===== src/rtl/core/ecf_pkg.sv =====
// Shared types, constants and the microcode table of the Ethernet command framer.
// Holds the CRC-16 byte update and the control word layout; no dependencies.
`timescale 1ns / 1ps

package ecf_pkg;

	localparam int unsigned LEN_W      = 16;
	localparam int unsigned MAC_W      = 48;
	localparam int unsigned MINSZ_W    = 6;
	localparam int unsigned STEP_W     = 5;
	localparam logic [15:0] CRC_INIT   = 16'h1D0F;
	localparam logic [15:0] CRC_POLY   = 16'h1021;
	localparam logic [5:0]  PAD_CAP    = 6'd46;
	localparam logic [5:0]  INNER_OVHD = 6'd10;

	// Item kinds on the input channel.
	localparam logic MODE_HEADER  = 1'b0;
	localparam logic MODE_PAYLOAD = 1'b1;

	typedef logic [STEP_W-1:0] step_t;

	localparam step_t STEP_HOME    = 5'd0;
	localparam step_t STEP_HDR     = 5'd1;
	localparam step_t STEP_TRAILER = 5'd23;
	localparam step_t STEP_PAD     = 5'd25;

	typedef enum logic [1:0] {
		REG_DEST_MAC  = 2'd0,
		REG_SRC_MAC   = 2'd1,
		REG_START     = 2'd2,
		REG_MIN_BYTES = 2'd3
	} reg_idx_t;

	typedef enum logic [3:0] {
		SRC_ZERO  = 4'd0,
		SRC_DEST  = 4'd1,
		SRC_SRC   = 4'd2,
		SRC_INNER = 4'd3,
		SRC_START = 4'd4,
		SRC_ID    = 4'd5,
		SRC_LEN   = 4'd6,
		SRC_DATA  = 4'd7,
		SRC_CRC   = 4'd8
	} src_t;

	typedef enum logic [1:0] {
		LAST_NO  = 2'd0,
		LAST_CRC = 2'd1,
		LAST_PAD = 2'd2
	} last_t;

	typedef enum logic [2:0] {
		COND_ALWAYS   = 3'd0,
		COND_DISPATCH = 3'd1,
		COND_LEFT_NZ  = 3'd2,
		COND_PAD_ZERO = 3'd3,
		COND_PAD_MORE = 3'd4
	} cond_t;

	typedef struct packed {
		logic       emit;
		src_t       src;
		logic [2:0] sel;
		logic       crc_en;
		last_t      last;
		logic       close;
		cond_t      cond;
		step_t      tgt_t;
		step_t      tgt_f;
	} ctrl_t;

	// Status from the datapath that the sequencer branches on.
	typedef struct packed {
		logic hdr;
		logic pay_end;
		logic left_nz;
		logic pad_zero;
		logic pad_more;
	} seq_stat_t;

	function automatic logic [15:0] crc16_byte(input logic [15:0] crc, input logic [7:0] b);
		logic [15:0] x;
		x = crc ^ {b, 8'h00};
		for (int i = 0; i < 8; i++) begin
			if (x[15]) begin
				x = {x[14:0], 1'b0} ^ CRC_POLY;
			end else begin
				x = {x[14:0], 1'b0};
			end
		end
		return x;
	endfunction

	function automatic ctrl_t mk(input logic emit, input src_t src, input logic [2:0] sel,
			input logic crc_en, input last_t last, input logic close, input cond_t cond,
			input step_t tgt_t, input step_t tgt_f);
		ctrl_t c;
		c.emit   = emit;
		c.src    = src;
		c.sel    = sel;
		c.crc_en = crc_en;
		c.last   = last;
		c.close  = close;
		c.cond   = cond;
		c.tgt_t  = tgt_t;
		c.tgt_f  = tgt_f;
		return c;
	endfunction

	// Microprogram: step 0 waits for an item; the header runs from step 1,
	// the trailer from step 23 and the padding loop sits at step 25.
	function automatic ctrl_t ucode(input step_t step);
		ctrl_t c;
		unique case (step)
			5'd0:  c = mk(1'b1, SRC_DATA,  3'd0, 1'b1, LAST_NO,  1'b0, COND_DISPATCH,
				STEP_HDR, STEP_HOME);
			5'd1:  c = mk(1'b1, SRC_DEST,  3'd5, 1'b0, LAST_NO,  1'b0, COND_ALWAYS, 5'd2, 5'd2);
			5'd2:  c = mk(1'b1, SRC_DEST,  3'd4, 1'b0, LAST_NO,  1'b0, COND_ALWAYS, 5'd3, 5'd3);
			5'd3:  c = mk(1'b1, SRC_DEST,  3'd3, 1'b0, LAST_NO,  1'b0, COND_ALWAYS, 5'd4, 5'd4);
			5'd4:  c = mk(1'b1, SRC_DEST,  3'd2, 1'b0, LAST_NO,  1'b0, COND_ALWAYS, 5'd5, 5'd5);
			5'd5:  c = mk(1'b1, SRC_DEST,  3'd1, 1'b0, LAST_NO,  1'b0, COND_ALWAYS, 5'd6, 5'd6);
			5'd6:  c = mk(1'b1, SRC_DEST,  3'd0, 1'b0, LAST_NO,  1'b0, COND_ALWAYS, 5'd7, 5'd7);
			5'd7:  c = mk(1'b1, SRC_SRC,   3'd5, 1'b0, LAST_NO,  1'b0, COND_ALWAYS, 5'd8, 5'd8);
			5'd8:  c = mk(1'b1, SRC_SRC,   3'd4, 1'b0, LAST_NO,  1'b0, COND_ALWAYS, 5'd9, 5'd9);
			5'd9:  c = mk(1'b1, SRC_SRC,   3'd3, 1'b0, LAST_NO,  1'b0, COND_ALWAYS, 5'd10, 5'd10);
			5'd10: c = mk(1'b1, SRC_SRC,   3'd2, 1'b0, LAST_NO,  1'b0, COND_ALWAYS, 5'd11, 5'd11);
			5'd11: c = mk(1'b1, SRC_SRC,   3'd1, 1'b0, LAST_NO,  1'b0, COND_ALWAYS, 5'd12, 5'd12);
			5'd12: c = mk(1'b1, SRC_SRC,   3'd0, 1'b0, LAST_NO,  1'b0, COND_ALWAYS, 5'd13, 5'd13);
			5'd13: c = mk(1'b1, SRC_INNER, 3'd0, 1'b0, LAST_NO,  1'b0, COND_ALWAYS, 5'd14, 5'd14);
			5'd14: c = mk(1'b1, SRC_INNER, 3'd1, 1'b0, LAST_NO,  1'b0, COND_ALWAYS, 5'd15, 5'd15);
			5'd15: c = mk(1'b1, SRC_START, 3'd1, 1'b0, LAST_NO,  1'b0, COND_ALWAYS, 5'd16, 5'd16);
			5'd16: c = mk(1'b1, SRC_START, 3'd0, 1'b0, LAST_NO,  1'b0, COND_ALWAYS, 5'd17, 5'd17);
			5'd17: c = mk(1'b1, SRC_ID,    3'd1, 1'b1, LAST_NO,  1'b0, COND_ALWAYS, 5'd18, 5'd18);
			5'd18: c = mk(1'b1, SRC_ID,    3'd0, 1'b1, LAST_NO,  1'b0, COND_ALWAYS, 5'd19, 5'd19);
			5'd19: c = mk(1'b1, SRC_LEN,   3'd0, 1'b1, LAST_NO,  1'b0, COND_ALWAYS, 5'd20, 5'd20);
			5'd20: c = mk(1'b1, SRC_LEN,   3'd1, 1'b1, LAST_NO,  1'b0, COND_ALWAYS, 5'd21, 5'd21);
			5'd21: c = mk(1'b1, SRC_ZERO,  3'd0, 1'b1, LAST_NO,  1'b0, COND_ALWAYS, 5'd22, 5'd22);
			5'd22: c = mk(1'b1, SRC_ZERO,  3'd0, 1'b1, LAST_NO,  1'b0, COND_LEFT_NZ,
				STEP_HOME, STEP_TRAILER);
			5'd23: c = mk(1'b1, SRC_CRC,   3'd1, 1'b0, LAST_NO,  1'b1, COND_ALWAYS, 5'd24, 5'd24);
			5'd24: c = mk(1'b1, SRC_CRC,   3'd0, 1'b0, LAST_CRC, 1'b0, COND_PAD_ZERO,
				STEP_HOME, STEP_PAD);
			5'd25: c = mk(1'b1, SRC_ZERO,  3'd0, 1'b0, LAST_PAD, 1'b0, COND_PAD_MORE,
				STEP_PAD, STEP_HOME);
			default: c = mk(1'b0, SRC_ZERO, 3'd0, 1'b0, LAST_NO, 1'b0, COND_ALWAYS,
				STEP_HOME, STEP_HOME);
		endcase
		return c;
	endfunction

endpackage


===== src/rtl/core/ecf_sequencer.sv =====
// Step counter and microcode table lookup of the Ethernet command framer.
// Depends on ecf_pkg for the control word layout and the program.
`timescale 1ns / 1ps

module ecf_sequencer (
	input  logic              clk,
	input  logic              arst_n,
	input  logic              go,
	input  ecf_pkg::seq_stat_t stat,
	output ecf_pkg::ctrl_t    ctrl,
	output logic              at_home
);

	ecf_pkg::step_t pc_q;
	ecf_pkg::step_t pc_next;
	logic           taken;

	assign ctrl    = ecf_pkg::ucode(pc_q);
	assign at_home = (pc_q == ecf_pkg::STEP_HOME);

	always_comb begin
		taken   = 1'b1;
		pc_next = ctrl.tgt_t;
		unique case (ctrl.cond)
			ecf_pkg::COND_ALWAYS:   taken = 1'b1;
			ecf_pkg::COND_LEFT_NZ:  taken = stat.left_nz;
			ecf_pkg::COND_PAD_ZERO: taken = stat.pad_zero;
			ecf_pkg::COND_PAD_MORE: taken = stat.pad_more;
			ecf_pkg::COND_DISPATCH: taken = stat.hdr;
			default:                taken = 1'b1;
		endcase
		if (taken) begin
			pc_next = ctrl.tgt_t;
		end else if (ctrl.cond == ecf_pkg::COND_DISPATCH && stat.pay_end) begin
			// The last payload byte leads straight into the trailer.
			pc_next = ecf_pkg::STEP_TRAILER;
		end else begin
			pc_next = ctrl.tgt_f;
		end
	end

	always_ff @(posedge clk or negedge arst_n) begin
		if (!arst_n) begin
			pc_q <= ecf_pkg::STEP_HOME;
		end else if (go) begin
			pc_q <= pc_next;
		end
	end

endmodule


===== src/rtl/core/ethernet_command_framer_crc16_core.sv =====
// Top level of the Ethernet command framer: input holding register, datapath,
// configuration registers and output register. Depends on ecf_pkg and ecf_sequencer.
`timescale 1ns / 1ps

// Usage
// The input channel (in_valid/in_ready) takes items: mode 0 is a header with
// msg_id and pay_len, mode 1 carries one payload byte in data_byte.
// The output channel (out_valid/out_ready) gives the frame one byte per item in
// out_byte, with frame_last high on the final byte. The configuration channel
// (cfg_valid/cfg_ready, always ready) writes dest_mac, src_mac, start_word and
// min_payload_bytes by cfg_index; the user must see that it is used only while
// the block is idle, as the block itself does not enforce this. An accepted item
// sits in a one-entry holding register and is taken by the microcode sequencer in
// the next cycle at the earliest. While out_ready is high, a header produces 22
// bytes, one per cycle, plus the trailer when its length is zero, and payload
// streams at one byte per cycle; after the last one the trailer of two CRC bytes
// and any zero padding follows at the same rate, which is set by the single
// output register that the sequencer fills once per step. A payload byte passes
// through the holding and output registers, the first byte of a header also
// through the step counter. Reset clears the sequencer, the holding and output
// valid flags and restores the register defaults. While a byte waits with
// out_ready low the sequencer halts, the holding register fills, then in_ready drops.

module ethernet_command_framer_crc16_core #(
	parameter int unsigned PAYLOAD_LEN_BITS = 16
) (
	input  logic        clk,
	input  logic        arst_n,
	input  logic        in_valid,
	output logic        in_ready,
	input  logic        mode,
	input  logic [15:0] msg_id,
	input  logic [15:0] pay_len,
	input  logic [7:0]  data_byte,
	output logic        out_valid,
	input  logic        out_ready,
	output logic [7:0]  out_byte,
	output logic        frame_last,
	input  logic        cfg_valid,
	output logic        cfg_ready,
	input  logic [1:0]  cfg_index,
	input  logic [47:0] cfg_data
);

	localparam int unsigned LW = PAYLOAD_LEN_BITS;

	logic [ecf_pkg::MAC_W-1:0]   dest_mac_q;
	logic [ecf_pkg::MAC_W-1:0]   src_mac_q;
	logic [15:0]                 start_word_q;
	logic [ecf_pkg::MINSZ_W-1:0] min_bytes_q;

	logic        hold_valid_q;
	logic        hold_mode_q;
	logic [15:0] hold_id_q;
	logic [LW-1:0] hold_len_q;
	logic [7:0]  hold_data_q;

	logic [15:0]   id_q;
	logic [LW-1:0] len_q;
	logic [LW-1:0] left_q;
	logic          open_q;
	logic [5:0]    pad_q;
	logic [15:0]   crc_q;

	logic       out_valid_q;
	logic [7:0] out_byte_q;
	logic       frame_last_q;

	ecf_pkg::ctrl_t    ctrl;
	ecf_pkg::seq_stat_t stat;
	logic       at_home;
	logic       out_free;
	logic       go;
	logic       consume;
	logic       do_hdr;
	logic       do_pay;
	logic       emit;
	logic       in_accept;
	logic [15:0] len16;
	logic [15:0] hold_len16;
	logic [15:0] inner;
	logic [16:0] hold_sum;
	logic [5:0]  minsz;
	logic [15:0] src_word;
	logic [47:0] wide_word;
	logic [7:0]  byte_sel;
	logic        last_sel;

	assign cfg_ready = 1'b1;
	assign out_valid = out_valid_q;
	assign out_byte  = out_byte_q;
	assign frame_last = frame_last_q;

	assign out_free  = !out_valid_q || out_ready;
	assign consume   = at_home && hold_valid_q && out_free;
	assign go        = at_home ? consume : out_free;
	assign in_ready  = !hold_valid_q || consume;
	assign in_accept = in_valid && in_ready;

	assign do_hdr = consume && (hold_mode_q == ecf_pkg::MODE_HEADER);
	assign do_pay = consume && (hold_mode_q == ecf_pkg::MODE_PAYLOAD) && open_q &&
		(left_q != '0);
	assign emit   = at_home ? do_pay : (go && ctrl.emit);

	assign stat.hdr      = do_hdr;
	assign stat.pay_end  = do_pay && (left_q == LW'(1));
	assign stat.left_nz  = (left_q != '0);
	assign stat.pad_zero = (pad_q == 6'd0);
	assign stat.pad_more = (pad_q > 6'd1);

	assign len16      = ecf_pkg::LEN_W'(len_q);
	assign hold_len16 = ecf_pkg::LEN_W'(hold_len_q);
	assign inner      = len16 + 16'(ecf_pkg::INNER_OVHD);
	assign hold_sum   = {1'b0, hold_len16} + 17'(ecf_pkg::INNER_OVHD);
	assign minsz      = (min_bytes_q > ecf_pkg::PAD_CAP) ? ecf_pkg::PAD_CAP : min_bytes_q;

	ecf_sequencer u_seq (
		.clk     (clk),
		.arst_n  (arst_n),
		.go      (go),
		.stat    (stat),
		.ctrl    (ctrl),
		.at_home (at_home)
	);

	// Byte selection: the MAC sources pick one of six bytes, the rest one of two.
	always_comb begin
		src_word  = 16'h0000;
		wide_word = '0;
		unique case (ctrl.src)
			ecf_pkg::SRC_ZERO:  src_word = 16'h0000;
			ecf_pkg::SRC_DEST:  wide_word = dest_mac_q;
			ecf_pkg::SRC_SRC:   wide_word = src_mac_q;
			ecf_pkg::SRC_INNER: src_word = inner;
			ecf_pkg::SRC_START: src_word = start_word_q;
			ecf_pkg::SRC_ID:    src_word = id_q;
			ecf_pkg::SRC_LEN:   src_word = len16;
			ecf_pkg::SRC_DATA:  src_word = {8'h00, hold_data_q};
			ecf_pkg::SRC_CRC:   src_word = crc_q;
			default:            src_word = 16'h0000;
		endcase
		if (ctrl.src == ecf_pkg::SRC_DEST || ctrl.src == ecf_pkg::SRC_SRC) begin
			unique case (ctrl.sel)
				3'd0:    byte_sel = wide_word[7:0];
				3'd1:    byte_sel = wide_word[15:8];
				3'd2:    byte_sel = wide_word[23:16];
				3'd3:    byte_sel = wide_word[31:24];
				3'd4:    byte_sel = wide_word[39:32];
				3'd5:    byte_sel = wide_word[47:40];
				default: byte_sel = 8'h00;
			endcase
		end else begin
			byte_sel = ctrl.sel[0] ? src_word[15:8] : src_word[7:0];
		end
	end

	always_comb begin
		unique case (ctrl.last)
			ecf_pkg::LAST_NO:  last_sel = 1'b0;
			ecf_pkg::LAST_CRC: last_sel = (pad_q == 6'd0);
			ecf_pkg::LAST_PAD: last_sel = (pad_q == 6'd1);
			default:           last_sel = 1'b0;
		endcase
	end

	always_ff @(posedge clk or negedge arst_n) begin
		if (!arst_n) begin
			dest_mac_q   <= '0;
			src_mac_q    <= '0;
			start_word_q <= 16'h0000;
			min_bytes_q  <= ecf_pkg::PAD_CAP;
		end else if (cfg_valid) begin
			unique case (ecf_pkg::reg_idx_t'(cfg_index))
				ecf_pkg::REG_DEST_MAC:  dest_mac_q   <= cfg_data;
				ecf_pkg::REG_SRC_MAC:   src_mac_q    <= cfg_data;
				ecf_pkg::REG_START:     start_word_q <= cfg_data[15:0];
				ecf_pkg::REG_MIN_BYTES: min_bytes_q  <= cfg_data[ecf_pkg::MINSZ_W-1:0];
				default:                min_bytes_q  <= min_bytes_q;
			endcase
		end
	end

	always_ff @(posedge clk or negedge arst_n) begin
		if (!arst_n) begin
			hold_valid_q <= 1'b0;
		end else if (in_accept) begin
			hold_valid_q <= 1'b1;
		end else if (consume) begin
			hold_valid_q <= 1'b0;
		end
	end

	always_ff @(posedge clk) begin
		if (in_accept) begin
			hold_mode_q <= mode;
			hold_id_q   <= msg_id;
			hold_len_q  <= pay_len[LW-1:0];
			hold_data_q <= data_byte;
		end
	end

	always_ff @(posedge clk or negedge arst_n) begin
		if (!arst_n) begin
			open_q <= 1'b0;
			left_q <= '0;
			pad_q  <= 6'd0;
			crc_q  <= ecf_pkg::CRC_INIT;
		end else if (do_hdr) begin
			// A header always restarts the frame, open or not.
			open_q <= 1'b1;
			left_q <= hold_len_q;
			pad_q  <= (hold_sum < 17'(minsz)) ? (minsz - hold_sum[5:0]) : 6'd0;
			crc_q  <= ecf_pkg::CRC_INIT;
		end else if (emit) begin
			if (ctrl.crc_en) begin
				crc_q <= ecf_pkg::crc16_byte(crc_q, byte_sel);
			end
			if (do_pay) begin
				left_q <= left_q - LW'(1);
			end
			if (ctrl.close) begin
				open_q <= 1'b0;
			end
			if (ctrl.last == ecf_pkg::LAST_PAD) begin
				pad_q <= pad_q - 6'd1;
			end
		end
	end

	always_ff @(posedge clk) begin
		if (do_hdr) begin
			id_q  <= hold_id_q;
			len_q <= hold_len_q;
		end
	end

	always_ff @(posedge clk or negedge arst_n) begin
		if (!arst_n) begin
			out_valid_q <= 1'b0;
		end else if (emit) begin
			out_valid_q <= 1'b1;
		end else if (out_ready) begin
			out_valid_q <= 1'b0;
		end
	end

	always_ff @(posedge clk) begin
		if (emit) begin
			out_byte_q   <= byte_sel;
			frame_last_q <= last_sel;
		end
	end

endmodule

===== config.mk =====
export PLATFORM = sky130hd
export DESIGN_NAME = ethernet_command_framer_crc16_core
export DESIGN_NICKNAME = d
export VERILOG_FILES = /design/src/rtl/core/ecf_pkg.sv /design/src/rtl/core/ecf_sequencer.sv /design/src/rtl/core/ethernet_command_framer_crc16_core.sv
export SDC_FILE = /design/constraint.sdc
export NUM_CORES = 1
export LEC_CHECK = 0
export BUFFER_PORTS_ARGS = -buffer_cell sky130_fd_sc_hd__buf_2
export CAP_MARGIN = 0
export CORE_UTILIZATION = 60
export CTS_CLUSTER_DIAMETER = 30
export DETAILED_ROUTE_END_ITERATION = 10
export GPL_TIMING_DRIVEN = 0
export PLACE_DENSITY = 0.8
export SLEW_MARGIN = 40
export SYNTH_ARGS = -nofsm -noshare
export SYNTH_HDL_FRONTEND = slang
export SYNTH_HIERARCHICAL = 1
export SYNTH_SLANG_ARGS = --single-unit

===== constraint.sdc =====
create_clock -name clk -period 5.4 [get_ports clk]
set_input_delay 0.54 -clock clk [delete_from_list [all_inputs] [get_ports clk]]
set_output_delay 0.54 -clock clk [all_outputs]
set_load 0.01 [all_outputs]

* Word level (Yosys, flattened, before mapping)
Memory sizes are Yosys's and may differ from the RTL's.
Index checks and enable logic that the tools add are counted.
** Storage, ports and cells
- Flip-flop bits (word level) :: 246
- Bits in read-only memories :: 800
- Memories :: 1
** Operators by class
- $add $sub $neg :: 5
- $lt $le $gt $ge :: 3
- Eq/ne operators :: 24
- Mux-type cells :: 58
- Bitwise logic cells :: 10
- Reductions and logical operators :: 35
** Memories
- (name not given) :: depth 32, width 25, rd ports 1, clocked after memory_dff 0, write ports 0, RTL line ecf_pkg.sv:114 : unique case (step)
** Operators with widths (number)
- two-way mux 16 bit :: 27
- two-way mux 13 bit :: 8
- case mux 16 bit (6 select lines) :: 1
- case mux 48 bit (2 select lines) :: 1
- case mux 8 bit (6 select lines) :: 1
- two-way mux 6 bit :: 5
- NOT 3 bit :: 8
- adder 16 x 4 -> 17 bit (second input constant) :: 1
- < comparator 17 x 6 -> 1 bit :: 1
- adder 16 x 4 -> 16 bit (second input constant) :: 1
- equality test 16 x 1 -> 1 bit (second input constant) :: 1
- equality test 4 x 3 -> 1 bit (second input constant) :: 4
- two-way mux 8 bit :: 2
- AND reduction 2 bit :: 8
- nonzero test 16 bit :: 1
- subtractor 16 x 1 -> 16 bit (second input constant) :: 1
- XOR 16 bit :: 1
- nonzero test 2 bit :: 7
- equality test 3 x 2 -> 1 bit (second input constant) :: 4
- logical AND 1 bit :: 10
- two-way mux 5 bit :: 2
- equality test 3 bit (second input constant) :: 3
- two-way mux 1 bit :: 9
- equality test 4 x 2 -> 1 bit (second input constant) :: 2
- 19 further kinds :: 26

* Logic depth before layout (Yosys ltp)
Gate-level depths: netlist of the first run.
An unclocked memory read counts as a cell.
- Depth in word-level cells :: 46
- Gate-level depth with buffers :: 18

* Modules after synthesis
Netlist of the first run, hierarchy kept.
** By module, submodules not included
- ethernet_command_framer_crc16_core :: times used 1, cells each 931, area an instance 11910.2 um^2
- ecf_sequencer :: times used 1, cells each 139, area an instance 985.9 um^2

* Worst setup path before layout of the first run
OpenSTA, ideal clock, no wires.
- Path kind :: reg2reg
- From :: reg u_seq.pc_q[0]
- To :: reg u_seq.pc_q[0]
- Setup time :: 0.104 ns
- Arrival :: 3.926 ns
- Slack :: 1.370 ns
- Cell stages (with the launch flop) :: 13
- Buffers on the path :: 2
- Clock period less this slack :: 4.030 ns
- Cells stage by stage :: dfrtp_1 -> inv_1 -> ha_1 -> nor4b_2 -> inv_1 -> or4_1 -> clkbuf_1 -> inv_2 -> clkbuf_1 -> o21ai_0 -> or4b_4 -> a21oi_1 -> a221oi_1
** Between the ends
- Elaborated cells between the ends (all ways) :: 18
** RTL lines
- start, declared :: RTL line ecf_sequencer.sv:14 : ecf_pkg::step_t pc_q;
- start signal, assigned :: RTL line ecf_sequencer.sv:44 : pc_q <= ecf_pkg::STEP_HOME;
- start signal, assigned :: RTL line ecf_sequencer.sv:46 : pc_q <= pc_next;
- logical NOT 5 bit :: RTL line ecf_sequencer.sv:19 : assign at_home = (pc_q == ecf_pkg::STEP_HOME);
- via at_home :: RTL line ethernet_command_framer_crc16_core.sv:71 : logic at_home;
- logical AND 1 bit (2 in series) :: RTL line ethernet_command_framer_crc16_core.sv:95 : assign consume = at_home && hold_valid_q && out_free;
- logical AND 1 bit :: RTL line ethernet_command_framer_crc16_core.sv:100 : assign do_hdr = consume && (hold_mode_q == ecf_pkg::MODE_HEADER);
- via do_hdr :: RTL line ethernet_command_framer_crc16_core.sv:75 : logic do_hdr;
- case mux 1 bit (4 select lines) :: RTL line ecf_sequencer.sv:24 : unique case (ctrl.cond)
- two-way mux 5 bit :: RTL line ecf_sequencer.sv:32 : if (taken) begin
The timed path passes the listed nets, and every way through them passes these cells.
A chain may end at the register's enable or synchronous reset.

==> load_flow_metrics.sql, run 1 <==
INSERT INTO impl_metrics (metric_group, metric, value, unit) VALUES
('sta', 'finalHoldViolations', '0', ''),
('worst_setup_path', 'cp-start-kind', 'flop', ''),
('worst_setup_path', 'worst_ep_arrival_time', '5330', 'ps'),
('sta', 'achievable-frequency', '205', 'MHz'),
('power', 'combinationalPowerShare', '0.495', ''),
('sta', 'report.final.slew_viol_count', '0', ''),
('route', 'ant_nets', '0', ''),
('power', 'peakVddDrop', '444', 'uV'),
('sta', 'final-setup-viol-count', '0', ''),
('power', 'leakagePower', '6.27', 'nW'),
('clock_tree', 'cts_tree', 'yes', ''),
('power', 'total_power', '11.3', 'mW'),
('clock_tree', 'cts.sink_count', '246', ''),
('finish', 'nets', '1342', ''),
('power', 'power.share.clock', '0.257', ''),
('clock_tree', 'number_of_cells_upsized_or_downsized_after_cts', '0', ''),
('sta', 'period_share', '0.905', ''),
('clock_tree', 'clk_slew_on_worst_s_h_paths', '50', 'ps'),
('route', 'routed_wl', '33.4', 'mm'),
('status', 'run_status', 'complete, no violations', ''),
('die', 'design.core.area', '21000', 'um2'),
('clock_tree', 'cts-buffers-inserted', '46', ''),
('grt', 'first_global_vias', '9533', ''),
('clock_tree', 'htree_num_levels', '2', ''),
('power', 'cell_internal_pwr', '6.85', 'mW'),
('route', 'wl_met1', '14.0', 'mm'),
('sta', 'finalClockSkew', '19.2', 'ps'),
('finish', 'antenna_diodes', '0', ''),
('grt', 'total_routing_resource_utilization_after_global_routing', '0.311', ''),
('grt', 'grt_max_degree', '70', ''),
('sta', 'slew_headroom', '0.510', ''),
('worst_setup_path', 'path_class', 'reg -> reg', ''),
('placed_design', 'dp_hpwl', '23.9', 'mm'),
('placed_design', 'gp_congestion', '0.964', ''),
('die', 'initial_core_util', '0.612', ''),
('logic_synthesis', 'post_synth_instance_area', '12900', 'um2'),
('worst_setup_path', 'category_of_the_worst_setup_path_capture_point', 'flop', ''),
('die', 'die_w', '148', 'um'),
('logic_synthesis', 'syn_area_per_cell', '12.1', 'um2'),
('logic_synthesis', 'synth_net_count', '1184', ''),
('finish', 'layout-area-overhead-vs-synth', '19.9', '%'),
('placed_design', 'pre_cts_ws', '605', 'ps'),
('die', 'floorplan.die.height', '148', 'um'),
('sta', 'setup_tns', '0', 'ps'),
('placed_design', 'numPortBuffers', '106', ''),
('grt', 'grt_pass1_wl', '52.2', 'mm'),
('sta', 'grt_setup_unrepaired', 'false', ''),
('logic_synthesis', 'synth_cells', '1062', ''),
('route', 'route.top_layer_used', 'met4', ''),
('route', 'dr_wl_met2', '15.9', 'mm'),
('worst_hold_path', 'hold_path.class', 'in -> reg', ''),
('grt', 'gr-total-overflow', '0', ''),
('route', 'vias_per_cell', '6.28', ''),
('clock_tree', 'source_to_sink_clock_delay_at_the_later_pin_of_the_worst_skew_pair', '540', 'ps'),
('worst_setup_path', 'critPathMaxFanout', '10', ''),
('power', 'p_sw_frac', '0.391', ''),
('clock_tree', 'cts_setup_buffers', '0', ''),
('worst_setup_path', 'critPathRequiredTime', '5850', 'ps'),
('route', 'drc', '0', ''),
('power', 'powerDensity', '730', 'nW/um2'),
('route', 'vias', '9622', ''),
('power', 'power_switching', '4.40', 'mW'),
('route', 'detailroute.wirelength.met3', '2.31', 'mm'),
('grt', 'antenna_found_initial', '0', ''),
('die', 'die_area', '22000', 'um2'),
('sta', 'period_minus_slack', '4890', 'ps'),
('run', 'number_of_maximum_capacitance_constraint_violations', '0', ''),
('clock_tree', 'cts_max_path_buffers', '3', ''),
('die', 'pin_count', '108', ''),
('clock_tree', 'postCtsHoldBufs', '1', ''),
('route', 'drt_iter0_markers', '851', ''),
('finish', 'mostFrequentLayoutCells', 'dfrtp_1 (152), mux2_2 (125), buf_2 (113), edfxtp_1 (82), nand2_1 (54)', ''),
('die', 'core.rowCount', '53', ''),
('logic_synthesis', 'ys.warnings.count', '6', ''),
('power', 'seqPwrFrac', '0.247', ''),
('sta', 'timing.final.ws_setup', '513', 'ps'),
('route', 'drt_pass1_iterations', '6', ''),
('clock_tree', 'cts-root-buf', 'clkbuf_16', ''),
('finish', 'drive_above_1_share', '0.327', ''),
('finish', 'final_common_cell', 'dfrtp_1', ''),
('sta', 'worst_pin_slew', '735', 'ps'),
('route', 'route.detailed.wl_per_inst', '21.8', 'um');
==> sequential cells by signal, indices dropped and copies added (netlist names), 5 cells and up <==
| signal | count |
|---|---|
| dest_mac_q | 48 |
| src_mac_q | 48 |
| crc_q | 16 |
| hold_id_q | 16 |
| hold_len16 | 16 |
| id_q | 16 |
| left_q | 16 |
| len16 | 16 |
| start_word_q | 16 |
| hold_data_q | 8 |
| out_byte | 8 |
| min_bytes_q | 6 |
| pad_q | 6 |
| u_seq/pc_q | 5 |
==> final timing paths <==
check | to | cells after the start | slack [ps] | from
worst min-delay path | hold_len16[10] | 1 | 180 | pay_len[10]
worst min register to register | id_q[3] | 0 | 410 | hold_id_q[3]
worst max register to register | crc_q[7] | 16 | 510 | u_seq/pc_q[0]
max in group asynchronous | min_bytes_q[2] | 4 | 3880 | arst_n
min in group asynchronous | out_valid | 2 | 490 | arst_n
worst max-delay path | crc_q[7] | 16 | 510 | u_seq/pc_q[0]
==> routing by layer <==
layer,vias to the layer above,GRT usage
li1,4341,-
met1,4767,0.415
met2,420,0.497
met3,94,0.0601
met4,0,0.136
met5,-,0
==> critical path, stage by stage, from the launching register on <==
cell       delay [ps]
dfrtp_1           460
inv_1             210
ha_1              330
clkbuf_1          400
nor2b_1           140
o21ai_0           170
o21ai_0            90
a21oi_1           430
nor2b_1            90
clkbuf_1          330
o2bb2ai_1         290
a221oi_2          250
a21oi_1           150
a2111o_2          540
xor2_2            330
xnor3_1           450
o21ai_1           130
==> layout make-up <==
cell class / count / area (um2)
Buffer: 61 / 375
Clock inverter: 31 / 324
Timing Repair Buffer: 110 / 626
Tap cell: 275 / 344
Sequential cell: 246 / 6580
Fill cell: 1417 / 5610
Multi-Input combinational cell: 718 / 5770
Inverter: 37 / 139
Clock buffer: 53 / 1260
==> power groups by stage <==
| stage | Clock, mW | Sequential, mW | Combinational (mW) |
|---|---|---|---|
| floorplan | 0 | 2.69 | 4.16 |
| global placement | 0 | 2.77 | 5.36 |
| finish | 2.90 | 2.78 | 5.57 |
| global route | 3.00 | 2.82 | 5.99 |
| detailed placement | 0 | 2.79 | 5.44 |
| CTS | 2.92 | 2.77 | 5.50 |
==> per-stage QoR <==
step           cell area (um2)   util  hold slack [ps]  cells
2_1_floorplan            12900      -              244   1062
3_3_place_gp             13700  0.653              402   1443
3_5_place_dp             13800  0.657              405   1446
4_1_cts                  15400  0.733              156   1531
5_1_grt                  15400  0.733              164   1531
6_report                 15400  0.733              178   1531
Note: power is estimated with default switching activity, not from simulation.
==> run 2, diff against run 1 <==
==> constraint.sdc (replaced) <==
create_clock -name clk -period 5.4 [get_ports clk]
set_input_delay 0.27 -clock clk [delete_from_list [all_inputs] [get_ports clk]]
set_output_delay 0.27 -clock clk [all_outputs]
set_load 0.01 [all_outputs]
==> run 2 against run 1 <==
Net effect:
- clock skew is essentially flat
- count of clock-buffer cells in the layout unchanged
- die area stayed put
- routed wire length is 7.4% higher
==> load_flow_metrics.sql, run 2 (same netlist as run 1, synthesis figures left out) <==
INSERT INTO impl_metrics (metric_group, metric, value, unit) VALUES
('status', 'run_status', 'complete, no violations', ''),
('die', 'die_w', '148', 'um'),
('power', 'powerDensity', '703', 'nW/um2'),
('clock_tree', 'cts_tree', 'yes', ''),
('worst_setup_path', 'critPathRequiredTime', '5850', 'ps'),
('placed_design', 'gp_congestion', '0.964', ''),
('grt', 'grt_pass1_wl', '55.9', 'mm'),
('grt', 'antenna_found_initial', '1', ''),
('worst_setup_path', 'reg2reg_depth', '16', ''),
('placed_design', 'dp_hpwl', '23.9', 'mm'),
('route', 'route.detailed.wl_per_inst', '22.4', 'um'),
('route', 'drc', '0', ''),
('power', 'power_switching', '4.47', 'mW'),
('worst_setup_path', 'path_class', 'reg -> reg', ''),
('route', 'drt_iter0_markers', '837', ''),
('grt', 'first_global_vias', '10200', ''),
('finish', 'biggestRegsByFlops', 'dest_mac_q x48, src_mac_q x48', ''),
('route', 'vias_per_cell', '6.28', ''),
('clock_tree', 'postCtsHoldBufs', '74', ''),
('clock_tree', 'htree_num_levels', '2', ''),
('clock_tree', 'source_to_sink_clock_delay_at_the_later_pin_of_the_worst_skew_pair', '540', 'ps'),
('sta', 'worst_pin_slew', '752', 'ps'),
('power', 'cell_internal_pwr', '6.88', 'mW'),
('run', 'number_of_maximum_capacitance_constraint_violations', '0', ''),
('route', 'ant_nets', '0', ''),
('power', 'leakagePower', '6.58', 'nW'),
('die', 'floorplan.die.height', '148', 'um'),
('worst_hold_path', 'hold_path.class', 'in -> reg', ''),
('clock_tree', 'clk_slew_on_worst_s_h_paths', '50', 'ps'),
('worst_setup_path', 'worst_path_max_delay_cell', 'a2111o_2', ''),
('grt', 'gr-total-overflow', '0', ''),
('sta', 'period_share', '0.914', ''),
('grt', 'grt_max_degree', '70', ''),
('die', 'initial_core_util', '0.612', ''),
('clock_tree', 'cts_setup_buffers', '0', ''),
('worst_setup_path', 'category_of_the_worst_setup_path_capture_point', 'flop', ''),
('sta', 'final-setup-viol-count', '0', ''),
('worst_hold_path', 'hold_path_depth', '2', ''),
('sta', 'setup_tns', '0', 'ps'),
('worst_setup_path', 'crit-reg2reg-capture', 'crc_q[6]', ''),
('worst_setup_path', 'cp-start-kind', 'flop', ''),
('power', 'peakVddDrop', '450', 'uV'),
('route', 'drt_pass1_iterations', '6', ''),
('sta', 'finalClockSkew', '19.5', 'ps'),
('placed_design', 'numPortBuffers', '106', ''),
('clock_tree', 'cts-root-buf', 'clkbuf_16', ''),
('route', 'routed_wl', '35.9', 'mm'),
('sta', 'period_minus_slack', '4930', 'ps'),
('sta', 'report.final.slew_viol_count', '0', ''),
('route', 'vias', '10100', ''),
('worst_setup_path', 'critical_path.max_stage_delay', '540', 'ps'),
('sta', 'slew_headroom', '0.498', ''),
('sta', 'grt_setup_unrepaired', 'false', ''),
('clock_tree', 'cts-buffers-inserted', '46', ''),
('placed_design', 'pre_cts_ws', '605', 'ps'),
('clock_tree', 'cts_max_path_buffers', '3', ''),
('worst_setup_path', 'path_cells', 'inv_1 -> ha_1 -> clkbuf_1 -> nor2b_1 -> o21ai_0 -> o21ai_0 -> a21oi_1 -> nor2b_1 -> clkbuf_1 -> o2bb2ai_1 -> a221oi_2 -> a21oi_1 -> a2111o_2 -> xor2_2 -> xnor3_1 -> o21ai_1', ''),
('power', 'power.share.clock', '0.256', ''),
('finish', 'mostFrequentLayoutCells', 'dfrtp_1 (152), mux2_2 (125), buf_2 (113), edfxtp_1 (82), dlygate4sd3_1 (74)', ''),
('power', 'combinationalPowerShare', '0.498', ''),
('clock_tree', 'cts.sink_count', '246', ''),
('power', 'p_sw_frac', '0.394', ''),
('die', 'pin_count', '108', ''),
('clock_tree', 'number_of_cells_upsized_or_downsized_after_cts', '0', ''),
('finish', 'layout-area-overhead-vs-synth', '25.6', '%'),
('sta', 'achievable-frequency', '203', 'MHz'),
('finish', 'final_common_cell', 'dfrtp_1', ''),
('finish', 'nets', '1415', ''),
('worst_hold_path', 'min-delay-start', 'cfg_data[39]', ''),
('power', 'seqPwrFrac', '0.246', ''),
('grt', 'total_routing_resource_utilization_after_global_routing', '0.334', ''),
('sta', 'timing.final.ws_setup', '466', 'ps'),
('worst_setup_path', 'setup.reg_to_reg.worst_slack', '470', 'ps'),
('die', 'design.core.area', '21000', 'um2'),
('worst_hold_path', 'hold-path-endpoint', 'dest_mac_q[39]', ''),
('worst_setup_path', 'critPathMaxFanout', '10', ''),
('sta', 'finalHoldViolations', '0', ''),
('finish', 'drive_above_1_share', '0.309', ''),
('worst_setup_path', 'rr_startpoint', 'u_seq/pc_q[0]', ''),
('die', 'die_area', '22000', 'um2'),
('worst_setup_path', 'worst_ep_arrival_time', '5390', 'ps'),
('die', 'core.rowCount', '53', '');
run 2: changes by cell type in the layout (fill, tap and decap cells not counted):
cell | previous run | this run
diode_2 | 0 | 1
dlygate4sd3_1 | 1 | 74
run 2: final cells by class:
cell class / instances / area (um2)
diodes: 1 / 2.50
plain buffers: 61 / 375
clock buffers: 53 / 1260
clock inverters: 31 / 324
fillers: 1285 / 4870
inverters: 37 / 139
multi-input cells: 718 / 5770
flip-flops and latches: 246 / 6580
well taps: 275 / 344
repair buffers: 183 / 1360
run 2: critical path: cells and delay by family, from the launching register on:
kind / cells / cell delay, ps
and+or+nand+nor: 2 / 230
xor gates and xnor gates: 2 / 800
buffers and inverters: 3 / 960
DFF: 1 / 460
AOI/OAI and AO/OA: 8 / 2050
adders and majority gates: 1 / 340
run 2: power by group through the flow:
stage	Clock [mW]	Sequential, mW	Combinational, mW
finish	2.91	2.79	5.65
global route	3.01	2.82	6.05
global placement	0	2.77	5.36
detailed placement	0	2.79	5.44
floorplan	0	2.69	4.16
CTS	2.92	2.77	5.54
run 2: worst max path at each step:
stage	slack [ps]	from	cells past startpoint	endpoint
2_1_floorplan	1370	u_seq/pc_q[0]	12	u_seq/pc_q[0]
3_3_place_gp	100	u_seq/pc_q[0]	12	u_seq/pc_q[0]
3_5_place_dp	600	u_seq/pc_q[0]	16	crc_q[7]
4_1_cts	550	u_seq/pc_q[0]	16	crc_q[7]
5_1_grt	120	u_seq/pc_q[0]	16	crc_q[6]
6_report	470	u_seq/pc_q[0]	16	crc_q[6]
run 2: per-layer routing:
| layer | track usage | vias to the layer above | share of wire |
|---|---|---|---|
| li1 | - | 4479 | - |
| met1 | 0.433 | 4976 | 0.40 |
| met2 | 0.549 | 505 | 0.49 |
| met3 | 0.0583 | 121 | 0.075 |
| met4 | 0.156 | 0 | 0.040 |
| met5 | 0 | - | 0 |
run 2: stage by stage:
step           area, um2   util  total power, mW  cells  hold slack, ps
6_report           16100  0.768             11.3   1605            11.6
3_5_place_dp       13800  0.657             8.24   1446             162
3_3_place_gp       13700  0.653             8.13   1443             402
2_1_floorplan      12900      -             6.85   1062           -25.6
5_1_grt            16100  0.768             11.9   1605            10.6
4_1_cts            16100  0.768             11.2   1604           0.724
==> run 3, diff against run 2 <==
ABC_AREA = 1   (was unset)
CORE_UTILIZATION = 61   (was 60)
PLACE_DENSITY = 0.81   (was 0.8)
TNS_END_PERCENT = 10   (was unset)
==> run 3 against run 2 <==
Net effect:
- core utilization increased by 2.0 points
- via count increased by 29%
- sequential share of layout area decreased by 1.6 points
- first-iteration DRC count increased by 55%
- hold slack got worse by 0.91 ps
- cell area increased by 4.2%
- clock skew increased by 7.2 ps
- routed wire length increased by 15%
- critical path depth increased by 5
- synthesized cell count increased by 58%
- flip-flop and latch count unchanged
- critical endpoint is now crc_q[7]
- highest routed layer unchanged
==> load_flow_metrics.sql, run 3 <==
INSERT INTO impl_metrics (metric_group, metric, value, unit) VALUES
('status', 'run_status', 'complete, no violations', ''),
('worst_setup_path', 'crit-reg2reg-capture', 'crc_q[7]', ''),
('sta', 'final-setup-viol-count', '0', ''),
('die', 'core.rowCount', '53', ''),
('worst_setup_path', 'critPathRequiredTime', '5830', 'ps'),
('route', 'drt_iter0_markers', '1299', ''),
('sta', 'finalHoldViolations', '0', ''),
('finish', 'biggestRegsByFlops', 'dest_mac_q x48, src_mac_q x48', ''),
('logic_synthesis', 'syn_area_per_cell', '8.02', 'um2'),
('route', 'vias', '13000', ''),
('worst_setup_path', 'path_cells', 'inv_1 -> ha_1 -> inv_1 -> nor2_2 -> nand2_2 -> nand3_1 -> nor2_4 -> clkbuf_1 -> nand3_1 -> nand2_1 -> nand2_1 -> nand4_1 -> nor2_2 -> nand2_2 -> nand2_1 -> nand2_1 -> nand2_2 -> nand2_1 -> nand2_1 -> nand3_1 -> nand2_1', ''),
('grt', 'grt.met2_usage', '0.601', ''),
('clock_tree', 'cts_tree', 'yes', ''),
('sta', 'period_minus_slack', '3840', 'ps'),
('grt', 'antenna_found_initial', '0', ''),
('worst_setup_path', 'reg2reg_depth', '21', ''),
('placed_design', 'gp_congestion', '0.933', ''),
('finish', 'layout-area-overhead-vs-synth', '25.0', '%'),
('grt', 'total_routing_resource_utilization_after_global_routing', '0.381', ''),
('sta', 'setup_tns', '0', 'ps'),
('finish', 'antenna_diodes', '0', ''),
('finish', 'drive_above_1_share', '0.171', ''),
('placed_design', 'dp_hpwl', '28.0', 'mm'),
('worst_hold_path', 'min-delay-start', 'cfg_data[47]', ''),
('die', 'die_area', '22700', 'um2'),
('clock_tree', 'cts.sink_count', '246', ''),
('logic_synthesis', 'synth_cells', '1679', ''),
('worst_setup_path', 'worst_ep_arrival_time', '4280', 'ps'),
('grt', 'grt_most_used_layer', 'met2', ''),
('route', 'ant_nets', '0', ''),
('sta', 'grt_setup_unrepaired', 'false', ''),
('worst_setup_path', 'critical_path_buf_inv_count', '3', ''),
('power', 'peakVddDrop', '460', 'uV'),
('sta', 'slew_headroom', '0.417', ''),
('worst_hold_path', 'hold-path-endpoint', 'src_mac_q[47]', ''),
('sta', 'period_share', '0.712', ''),
('worst_setup_path', 'path_common_cell', 'nand2_1', ''),
('route', 'routed_wl', '41.4', 'mm'),
('power', 'powerDensity', '643', 'nW/um2'),
('die', 'die_w', '151', 'um'),
('sta', 'achievable-frequency', '260', 'MHz'),
('sta', 'finalClockSkew', '26.7', 'ps'),
('clock_tree', 'cts-buffers-inserted', '50', ''),
('route', 'drc', '0', ''),
('power', 'leakagePower', '8.19', 'nW'),
('worst_setup_path', 'worst_path_max_delay_cell', 'clkbuf_1', ''),
('worst_setup_path', 'critical_path.max_stage_delay', '560', 'ps'),
('worst_setup_path', 'path_class', 'reg -> reg', ''),
('grt', 'first_global_vias', '12800', ''),
('worst_setup_path', 'category_of_the_worst_setup_path_capture_point', 'flop', ''),
('finish', 'n_fill_cell', '1429', ''),
('worst_hold_path', 'hold_path_depth', '3', ''),
('logic_synthesis', 'post_synth_instance_area', '13500', 'um2'),
('die', 'floorplan.die.height', '151', 'um'),
('worst_setup_path', 'rr_startpoint', 'u_seq/pc_q[0]', ''),
('finish', 'final_common_cell', 'nand2_1', ''),
('grt', 'grt_max_degree', '77', ''),
('clock_tree', 'htree_num_levels', '2', ''),
('grt', 'grt.met3_usage', '0.0906', ''),
('clock_tree', 'source_to_sink_clock_delay_at_the_later_pin_of_the_worst_skew_pair', '560', 'ps'),
('placed_design', 'numPortBuffers', '106', ''),
('route', 'vias_per_cell', '5.88', ''),
('grt', 'grtUsageMet1', '0.512', ''),
('clock_tree', 'clk_slew_on_worst_s_h_paths', '50', 'ps'),
('clock_tree', 'number_of_cells_upsized_or_downsized_after_cts', '0', ''),
('worst_hold_path', 'hold_path.class', 'in -> reg', ''),
('worst_setup_path', 'critPathMaxFanout', '10', ''),
('grt', 'grt_pass1_wl', '65.9', 'mm'),
('worst_setup_path', 'critPathTopFamily', 'simple AND/OR/NAND/NOR gates', ''),
('grt', 'gr-total-overflow', '0', ''),
('route', 'drt_pass1_iterations', '8', ''),
('sta', 'fin_hold_ws', '10.7', 'ps'),
('finish', 'mostFrequentLayoutCells', 'nand2_1 (488), nand3_1 (204), inv_1 (190), o21ai_0 (155), dfrtp_1 (152)', ''),
('route', 'route.detailed.wl_per_inst', '18.6', 'um'),
('finish', 'nets', '2023', ''),
('clock_tree', 'cts_max_path_buffers', '3', ''),
('die', 'pin_count', '108', ''),
('die', 'initial_core_util', '0.631', ''),
('worst_setup_path', 'cp-start-kind', 'flop', ''),
('worst_setup_path', 'setup.reg_to_reg.worst_slack', '1560', 'ps'),
('sta', 'worst_pin_slew', '871', 'ps'),
('clock_tree', 'cts-root-buf', 'clkbuf_16', ''),
('die', 'design.core.area', '21400', 'um2'),
('logic_synthesis', 'ys.warnings.count', '6', ''),
('logic_synthesis', 'synth_net_count', '1801', ''),
('run', 'number_of_maximum_capacitance_constraint_violations', '0', ''),
('sta', 'report.final.slew_viol_count', '0', '');
run 3: cell types whose count changed in the layout (fill, tap and decap cells not counted), sizes merged, moves of 52 or more:
cell | before | now
a22oi | 57 | 5
nor2 | 36 | 101
inv | 43 | 214
nand3 | 18 | 206
nand2 | 54 | 522
o21ai | 58 | 168
mux2 | 125 | 0
run 3: through the flow:
| stage | worst slack [ps] | utilization | power, mW | cell area [um2] | instances |
|---|---|---|---|---|---|
| 3_5_place_dp | 1750 | 0.677 | 7.40 | 14500 | 2064 |
| 6_report | 1560 | 0.788 | 10.8 | 16800 | 2218 |
| 5_1_grt | 1260 | 0.788 | 11.4 | 16800 | 2218 |
| 2_1_floorplan | 1500 | - | 6.05 | 13500 | 1679 |
| 3_3_place_gp | 279 | 0.672 | 7.23 | 14300 | 2060 |
| 4_1_cts | 1710 | 0.788 | 10.6 | 16800 | 2218 |
run 3: cell type report:
class / count / area [um2] / area share
Tap cell: 275 / 344 / 0.0204
Inverter: 207 / 777 / 0.0462
Timing Repair Buffer: 170 / 1230 / 0.0729
Sequential cell: 246 / 6580 / 0.391
Clock buffer: 63 / 1380 / 0.0822
Multi-Input combinational cell: 1167 / 5780 / 0.344
Buffer: 59 / 342 / 0.0203
Clock inverter: 31 / 390 / 0.0232
run 3: worst max-delay path by stage:
| stage | from | to | cells past startpoint |
|---|---|---|---|
| final | u_seq/pc_q[0] | crc_q[7] | 21 |
| after global routing | u_seq/pc_q[0] | u_seq/pc_q[3] | 16 |
| after CTS | u_seq/pc_q[0] | u_seq/pc_q[3] | 16 |
| after detailed placement | u_seq/pc_q[0] | crc_q[7] | 21 |
| after global placement | u_seq/pc_q[0] | hold_data_q[2] | 10 |
| after floorplan | u_seq/pc_q[0] | hold_data_q[0] | 10 |
run 3: report_power, final:
| part | switching (mW) | internal (mW) |
|---|---|---|
| registers | 0.330 | 2.46 |
| logic | 3.38 | 1.48 |
| clock network | 1.08 | 2.08 |
| total | 4.79 | 6.03 |
run 3: worst register-to-register path: stages, from the launching register on:
cell and delay, ps:
dfrtp_1 480, inv_1 170, ha_1 240, inv_1 90, nor2_2 60, nand2_2 150, nand3_1 320, nor2_4 310
clkbuf_1 560, nand3_1 150, nand2_1 90, nand2_1 120, nand4_1 230, nor2_2 110, nand2_2 110, nand2_1 50
nand2_1 150, nand2_2 100, nand2_1 90, nand2_1 50, nand3_1 70, nand2_1 50
run 3: repair_timing:
| action | CTS | global route |
|---|---|---|
| buffers inserted | 0 | 0 |
| hold endpoints to repair | 216 | 0 |
| hold buffers | 60 | 0 |
| setup endpoints to repair | 0 | 0 |
run 3: metal layers:
layer,vias to the layer above,part of all wire,wire length (um)
li1,5956,-,-
met1,6162,0.39,16300
met2,790,0.46,19000
met3,132,0.11,4690
met4,0,0.032,1340
met5,-,0,0
